`config.mk`:
```
export PLATFORM = sky130hd
export DESIGN_NAME = frame_sync_deframer_top
export DESIGN_NICKNAME = d
export VERILOG_FILES = /design/src/hdl/fsd_pkg.sv /design/src/hdl/frame_sync_deframer_top.sv
export SDC_FILE = /design/constraint.sdc
export NUM_CORES = 1
export LEC_CHECK = 0
export ABC_AREA = 1
export BUFFER_PORTS_ARGS = -buffer_cell sky130_fd_sc_hd__buf_4
export CORE_MARGIN = 5
export CORE_UTILIZATION = 28
export DETAILED_ROUTE_END_ITERATION = 8
export PLACE_DENSITY = 0.49
export SETUP_SLACK_MARGIN = 0.15
export SYNTH_ARGS = -nofsm -noshare
export SYNTH_HDL_FRONTEND = slang
export SYNTH_SLANG_ARGS = --single-unit
export TNS_END_PERCENT = 100
```
`constraint.sdc`:
```
create_clock -name clk -period 8.69 [get_ports clk]
set_input_delay 1.738 -clock clk [delete_from_list [all_inputs] [get_ports clk]]
set_output_delay 1.738 -clock clk [all_outputs]
set_load 0.02 [all_outputs]
```
`src/hdl/fsd_pkg.sv`:
```
package fsd_pkg;

  // Frame layout sizes
  localparam int unsigned HEADER_BYTES  = 4;
  localparam int unsigned TRAILER_BYTES = 4;

  // Receive phases
  typedef enum logic [2:0] {
    PH_HUNT  = 3'd0,
    PH_LEN   = 3'd1,
    PH_CONF  = 3'd2,
    PH_PAY   = 3'd3,
    PH_TRAIL = 3'd4
  } phase_t;

  // Result event codes
  localparam logic [2:0] EV_PAYLOAD   = 3'd0;
  localparam logic [2:0] EV_GOOD      = 3'd1;
  localparam logic [2:0] EV_SIZE_ERR  = 3'd2;
  localparam logic [2:0] EV_CONF_ERR  = 3'd3;
  localparam logic [2:0] EV_TRAIL_ERR = 3'd4;

  // Configuration register indexes
  localparam logic [1:0] CFG_HEADER  = 2'd0;
  localparam logic [1:0] CFG_TRAILER = 2'd1;
  localparam logic [1:0] CFG_MAP     = 2'd2;
  localparam logic [1:0] CFG_MAX     = 2'd3;

  // Pick byte idx out of a 32-bit word
  function automatic logic [7:0] byte_sel(input logic [31:0] word, input logic [1:0] idx);
    logic [7:0] b;
    case (idx)
      2'd0:    b = word[7:0];
      2'd1:    b = word[15:8];
      2'd2:    b = word[23:16];
      default: b = word[31:24];
    endcase
    return b;
  endfunction

endpackage

```
`src/hdl/frame_sync_deframer_top.sv`:
```
// Byte-serial frame synchronizer: header, 4-byte little-endian length, 4-byte
// permuted confirmation copy, payload, trailer.
// Input channel (in_valid/in_ready/in_rx_byte) takes one link byte per beat.
// Result channel (out_valid/out_ready) carries event code, payload byte and
// declared frame length; header and early trailer bytes give no result beat;
// length and confirmation bytes give one only when their check fails.
// Configuration channel (cfg_valid/cfg_ready/cfg_index/cfg_data) writes the
// header pattern, trailer pattern, confirmation byte map and size limit; it is
// always ready and should be used while the block is idle.
// A byte accepted into the input register is processed into the frame state
// and the result register, and its result beat is presented from the result
// register. One byte per cycle is sustained while the receiver does not stall,
// as the phase update between the input and result registers is combinational.
// Reset (rst_n low, synchronous) returns the block to header hunting and loads
// the register defaults. When the receiver stalls, the result register holds
// and a byte that needs to produce a result waits in the input register; bytes
// that produce no result keep flowing, and in_ready drops once both are full.
module frame_sync_deframer_top
  import fsd_pkg::*;
(
  input  logic        clk,
  input  logic        rst_n,
  input  logic        in_valid,
  output logic        in_ready,
  input  logic [7:0]  in_rx_byte,
  output logic        out_valid,
  input  logic        out_ready,
  output logic [2:0]  out_event_res,
  output logic [7:0]  out_payload_byte,
  output logic [23:0] out_frame_length,
  input  logic        cfg_valid,
  output logic        cfg_ready,
  input  logic [1:0]  cfg_index,
  input  logic [31:0] cfg_data
);

  // Configuration registers
  logic [31:0] header_pattern_r;
  logic [31:0] trailer_pattern_r;
  logic [7:0]  size_shift_map_r;
  logic [23:0] max_frame_bytes_r;

  // Frame state
  phase_t      phase_r, phase_nxt;
  logic [2:0]  match_cnt_r, match_cnt_nxt;
  logic [31:0] len_r, len_nxt;
  logic [23:0] conf_r, conf_nxt;
  logic [23:0] cnt_r, cnt_nxt;
  logic        trl_ok_r, trl_ok_nxt;

  // Input register
  logic        in_vld_r;
  logic [7:0]  in_byte_r;

  // Result register
  logic        out_valid_r;
  logic [2:0]  out_event_r;
  logic [7:0]  out_payload_r;
  logic [23:0] out_length_r;

  // Per-byte decode
  logic        res_vld;
  logic [2:0]  res_ev;
  logic [7:0]  res_pb;
  logic [23:0] res_len;
  logic        s1_go;
  logic [23:0] cnt_inc;
  logic [2:0]  match_inc;
  logic [31:0] len_full;
  logic [31:0] conf_full;
  logic        last4;
  logic        hdr_hit;
  logic        len_big;
  logic        conf_ok;
  logic        trl_hit;
  logic        trl_ok_now;

  assign cfg_ready = 1'b1;

  // Advance the input register when its result, if any, has room
  assign s1_go    = in_vld_r && (!res_vld || !out_valid_r || out_ready);
  assign in_ready = !in_vld_r || s1_go;

  assign cnt_inc    = cnt_r + 24'd1;
  assign match_inc  = match_cnt_r + 3'd1;
  assign last4      = (cnt_r[1:0] == 2'd3);
  assign len_full   = {in_byte_r, len_r[23:0]};
  assign conf_full  = {in_byte_r, conf_r};
  assign hdr_hit    = (in_byte_r == byte_sel(header_pattern_r, match_cnt_r[1:0]));
  assign len_big    = (len_full >= {8'd0, max_frame_bytes_r});
  assign trl_hit    = (in_byte_r == byte_sel(trailer_pattern_r, cnt_r[1:0]));
  assign trl_ok_now = trl_ok_r && trl_hit;

  // Check each length byte against its mapped confirmation position
  always_comb begin
    conf_ok = 1'b1;
    for (int i = 0; i < 4; i++) begin
      if (byte_sel(conf_full, size_shift_map_r[2*i +: 2]) != byte_sel(len_r, 2'(i))) begin
        conf_ok = 1'b0;
      end
    end
  end

  // Next phase
  always_comb begin
    phase_nxt = phase_r;
    case (phase_r)
      PH_LEN: begin
        if (last4) begin
          phase_nxt = len_big ? PH_HUNT : PH_CONF;
        end
      end
      PH_CONF: begin
        if (last4) begin
          if (!conf_ok) begin
            phase_nxt = PH_HUNT;
          end else if (len_r == 32'd0) begin
            phase_nxt = PH_TRAIL;
          end else begin
            phase_nxt = PH_PAY;
          end
        end
      end
      PH_PAY: begin
        if ({8'd0, cnt_inc} >= len_r) begin
          phase_nxt = PH_TRAIL;
        end
      end
      PH_TRAIL: begin
        if (cnt_inc >= 24'(TRAILER_BYTES)) begin
          phase_nxt = PH_HUNT;
        end
      end
      default: begin
        phase_nxt = PH_HUNT;
        if (hdr_hit && (match_inc >= 3'(HEADER_BYTES))) begin
          phase_nxt = PH_LEN;
        end
      end
    endcase
  end

  // Datapath updates and result decode
  always_comb begin
    match_cnt_nxt = match_cnt_r;
    len_nxt       = len_r;
    conf_nxt      = conf_r;
    cnt_nxt       = cnt_r;
    trl_ok_nxt    = trl_ok_r;
    res_vld       = 1'b0;
    res_ev        = EV_PAYLOAD;
    res_pb        = 8'd0;
    res_len       = 24'd0;
    case (phase_r)
      PH_LEN: begin
        len_nxt[{cnt_r[1:0], 3'b000} +: 8] = in_byte_r;
        cnt_nxt = cnt_inc;
        if (last4) begin
          cnt_nxt = 24'd0;
          if (len_big) begin
            match_cnt_nxt = 3'd0;
            trl_ok_nxt    = 1'b1;
            res_vld       = 1'b1;
            res_ev        = EV_SIZE_ERR;
          end
        end
      end
      PH_CONF: begin
        if (!last4) begin
          conf_nxt[{cnt_r[1:0], 3'b000} +: 8] = in_byte_r;
        end
        cnt_nxt = cnt_inc;
        if (last4) begin
          cnt_nxt       = 24'd0;
          trl_ok_nxt    = 1'b1;
          match_cnt_nxt = 3'd0;
          if (!conf_ok) begin
            res_vld = 1'b1;
            res_ev  = EV_CONF_ERR;
          end
        end
      end
      PH_PAY: begin
        cnt_nxt = cnt_inc;
        if ({8'd0, cnt_inc} >= len_r) begin
          cnt_nxt = 24'd0;
        end
        res_vld = 1'b1;
        res_ev  = EV_PAYLOAD;
        res_pb  = in_byte_r;
      end
      PH_TRAIL: begin
        trl_ok_nxt = trl_ok_now;
        cnt_nxt    = cnt_inc;
        if (cnt_inc >= 24'(TRAILER_BYTES)) begin
          cnt_nxt       = 24'd0;
          match_cnt_nxt = 3'd0;
          trl_ok_nxt    = 1'b1;
          res_vld       = 1'b1;
          res_ev        = trl_ok_now ? EV_GOOD : EV_TRAIL_ERR;
          res_len       = len_r[23:0];
        end
      end
      default: begin
        if (hdr_hit) begin
          match_cnt_nxt = match_inc;
          if (match_inc >= 3'(HEADER_BYTES)) begin
            match_cnt_nxt = 3'd0;
            cnt_nxt       = 24'd0;
          end
        end else begin
          match_cnt_nxt = 3'd0;
        end
      end
    endcase
  end

  // Configuration writes
  always_ff @(posedge clk) begin
    if (!rst_n) begin
      header_pattern_r  <= 32'd0;
      trailer_pattern_r <= 32'd0;
      size_shift_map_r  <= 8'd228;
      max_frame_bytes_r <= 24'd16384;
    end else if (cfg_valid) begin
      case (cfg_index)
        CFG_HEADER:  header_pattern_r  <= cfg_data;
        CFG_TRAILER: trailer_pattern_r <= cfg_data;
        CFG_MAP:     size_shift_map_r  <= cfg_data[7:0];
        CFG_MAX:     max_frame_bytes_r <= cfg_data[23:0];
        default:     header_pattern_r  <= header_pattern_r;
      endcase
    end
  end

  // Input register
  always_ff @(posedge clk) begin
    if (!rst_n) begin
      in_vld_r <= 1'b0;
    end else if (in_ready) begin
      in_vld_r <= in_valid;
    end
  end

  always_ff @(posedge clk) begin
    if (in_valid && in_ready) begin
      in_byte_r <= in_rx_byte;
    end
  end

  // Frame state update
  always_ff @(posedge clk) begin
    if (!rst_n) begin
      phase_r     <= PH_HUNT;
      match_cnt_r <= 3'd0;
      len_r       <= 32'd0;
      conf_r      <= 24'd0;
      cnt_r       <= 24'd0;
      trl_ok_r    <= 1'b1;
    end else if (s1_go) begin
      phase_r     <= phase_nxt;
      match_cnt_r <= match_cnt_nxt;
      len_r       <= len_nxt;
      conf_r      <= conf_nxt;
      cnt_r       <= cnt_nxt;
      trl_ok_r    <= trl_ok_nxt;
    end
  end

  // Result register
  always_ff @(posedge clk) begin
    if (!rst_n) begin
      out_valid_r <= 1'b0;
    end else if (s1_go && res_vld) begin
      out_valid_r <= 1'b1;
    end else if (out_ready) begin
      out_valid_r <= 1'b0;
    end
  end

  always_ff @(posedge clk) begin
    if (s1_go && res_vld) begin
      out_event_r   <= res_ev;
      out_payload_r <= res_pb;
      out_length_r  <= res_len;
    end
  end

  assign out_valid        = out_valid_r;
  assign out_event_res    = out_event_r;
  assign out_payload_byte = out_payload_r;
  assign out_frame_length = out_length_r;

endmodule

```
==> out/results.ini <==
[status]
outcome=finished, final reports clean

[clock_tree]
cts.htree.levels=1
numClockSinks=228
root_buffer=clkbuf_16
tritoncts=yes
cts_resized=0
clk_latency_ps=580
numCtsBuffers=27
postCtsSetupRepairBufs=0
cts_buffer_depth=3
clk_pin_slew_ps=70
postCtsHoldBufs=0

[timing]
holdWs_ps=466
min_period_ps=5400
final_hold_viol_count=0
rsz0062_at_grt=no
timing.final.ws_setup_ps=3290
relSlewSlack_pct=30.8
setup_viol=0
maxSlewViolCount=0
fmax_ghz=0.185
period_share_pct=62.1
tightest_slew_ps=1040
finalSetupTns_ps=0
skew_ps=29.7

[placement]
place_congestion=0.939
post-place-ws_ps=3870
dp_hpwl_mm=39.0
numPortBuffers=83
place_inst=2627

[yosys]
avgSynthCellArea_sq_um=6.75
netlist_instances=1997
synth-async-reset-ratio_pct=0
synth_top_area_cell=dfxtp_1
synthTopCellsByArea=dfxtp_1, nand2_1, edfxtp_1
ys.flop_type=dfxtp_1
synth_cell_type_count=46
ys_warn_count=0
synth-seq-cells=228
seq_area_frac_synth_pct=37.1
syn_area_sq_mm=0.0135
synth_edf_count=43
synth_top_area_share_pct=27.5
syn_nets=2104

[setup_path]
cpPeakStageDelay_ps=760
start_kind=flop
crit_type=flop to output pin
worstPathRequired_ps=6950
crit_family=simple AND/OR/NAND/NOR gates
worst-path-buf-inv=2
r2r-start=cnt_r[1]$_SDFFE_PN0P_
path_max_fanout=21
cp-end-kind=output pin
critPathMostFrequentCell=nor2_2
worstPathCellList=ha_1 > inv_2 > nor2_2 > nand2_1 > nor2_1 > xor2_1 > nand2_1 > nor2_1 > nand3_1 > nor2_2 > nor2_2 > nor2_4 > nand2_4 > nand3_1 > buf_4
ff2ff_path_depth=19
r2r-end=out_event_res[1]$_SDFFCE_PP0P_
slowest_stage=ha_1
rrSetupSlack_ps=4090
cp.arrival_ps=3660

[route]
drtIter0Drc=1194
wl_mm=50.5
viasPerCell=4.99
dr.pass1.iters=5
route.detailed.drc=0
wl_per_cell_um=18.9
via_count=13400
ant_nets=0

[die]
boundaryPins=85
die_h_um=229
die_w_um=229
initial_core_util_pct=28.3
coreArea_sq_mm=0.0476
die-area_sq_mm=0.0526
std_cell_rows=80

[hold_path]
hold_path_end=max_frame_bytes_r[7]$_SDFFE_PN0P_
hold_class=flop to flop
holdCritStartpoint=max_frame_bytes_r[7]$_SDFFE_PN0P_
hold-path-cell-count=2

[global_route]
grt_max_degree=77
overflow=0
grt_pass1_wl_mm=76.5
track_usage_pct=18.6
antenna_found_initial=1
grt_pass1_vias=12500

[final_layout]
drive_gt1_share_pct=9.26
nFillCells=5260
final_cell_mix=nand2_1, nor2_1, inv_1
layout_commonest_cell=nand2_1
area_growth_pct=15.3
stdcell_count=2677
num-nets-final=2148
diodes=0

[flow_run]
cap_violations=0

[power]
ir_drop_uv=150
leakage_uw=0.00666
power_density_mw_per_mm2=171

-- routing by layer --
| metal | GRT usage (%) | share of wire [%] |
|---|---|---|
| met4 | 7.74 | 4.8 |
| met1 | 26.0 | 46 |
| met2 | 28.3 | 42 |
| met5 | 0 | 0 |
| met3 | 3.23 | 6.6 |
-- cells in the mapped netlist (2+ instances only) --
library cell and number:
nand4_1 30, inv_2 10, nand3_1 160, or2_2 3, dfxtp_1 185, clkinv_1 11, a31o_2 2, o211ai_1 4
xor2_1 21, o22ai_1 2, a21oi_1 113, a32oi_1 4, nor2_4 5, nor2_1 291, clkbuf_1 48, nor3_1 33
nand2_4 2, buf_1 3, nor2_2 12, buf_4 9, o21bai_1 35, nand2_1 485, buf_2 14, o21ai_0 142
inv_1 225, o21a_1 3, edfxtp_1 43, nand2_2 5, buf_6 4, nand4_4 5, o21ai_1 4, nor4_1 11
ha_1 60
-- cell families after synthesis --
family / after synthesis / synth area share (%)
AND/OR/NAND/NOR: 1049 / 33.6
buffers and inverters: 325 / 9.67
AO/OA/AOI/OAI: 313 / 12.7
flip-flops: 228 / 37.1
adder cells (fa/ha/maj): 60 / 5.57
XOR/XNOR: 21 / 1.36
other: 1 / 0.0278
-- worst max path at each step --
| stage | slack, ps | cells after the start | start | endpoint |
|---|---|---|---|---|
| 3_5_place_dp | 3870 | 15 | cnt_r[1]$_SDFFE_PN0P_ | in_ready |
| 3_3_place_gp | 3970 | 15 | cnt_r[1]$_SDFFE_PN0P_ | in_ready |
| 2_1_floorplan | 4570 | 2 | out_ready | in_ready |
| 4_1_cts | 3230 | 15 | cnt_r[1]$_SDFFE_PN0P_ | in_ready |
| 5_1_grt | 2990 | 15 | cnt_r[1]$_SDFFE_PN0P_ | in_ready |
| 6_report | 3290 | 15 | cnt_r[1]$_SDFFE_PN0P_ | in_ready |
-- final cells by class --
cell class / count / area [sq um] / share of cell area [%]
tap: 615 / 769 / 4.95
timing repair buffer: 93 / 698 / 4.49
inverter: 247 / 930 / 5.98
clock buffer: 31 / 722 / 4.65
multi-input combinational: 1444 / 7190 / 46.3
sequential: 228 / 4990 / 32.1
clock inverter: 19 / 235 / 1.51
-- worst register-to-register path: stages (launching register included) --
cell and delay [ps]:
dfxtp_1 480, ha_1 760, inv_2 200, nor2_2 240
nand2_1 110, nor2_1 140, xor2_1 190, nand2_1 80
nor2_1 90, nand3_1 90, nor2_2 130, nor2_2 80
nor2_4 100, nand2_4 80, nand2_8 150, nand2_4 110
inv_4 200, nand2_1 130, inv_1 500, buf_4 380
-- report_power, final --
part	leakage, uW	internal (uW)	switching [uW]
registers	0.00189	1110	33.8
logic	0.00432	91.1	194
clock network	0.000454	724	513
-- per-stage QoR --
| step | utilization [%] | power (uW) | instance area (sq um) |
|---|---|---|---|
| 4_1_cts | 32.6 | 2690 | 15500 |
| 3_3_place_gp | 30.6 | 1440 | 14600 |
| 2_1_floorplan | - | 1340 | 13500 |
| 6_report | 32.6 | 2660 | 15500 |
| 5_1_grt | 32.6 | 2770 | 15500 |
| 3_5_place_dp | 30.6 | 1450 | 14600 |
-- registers in the layout, indices dropped and copies added, names as in the netlist, 3 cells and up --
register,cells
out_event_res,3
conf_r,24
len_r,32
out_frame_length,24
match_cnt_r,3
cnt_r,24
trailer_pattern_r,32
out_payload_byte,8
header_pattern_r,32
phase_r,3
max_frame_bytes_r,24
in_byte_r,8
size_shift_map_r,8
(Power assumes the default switching activity.)
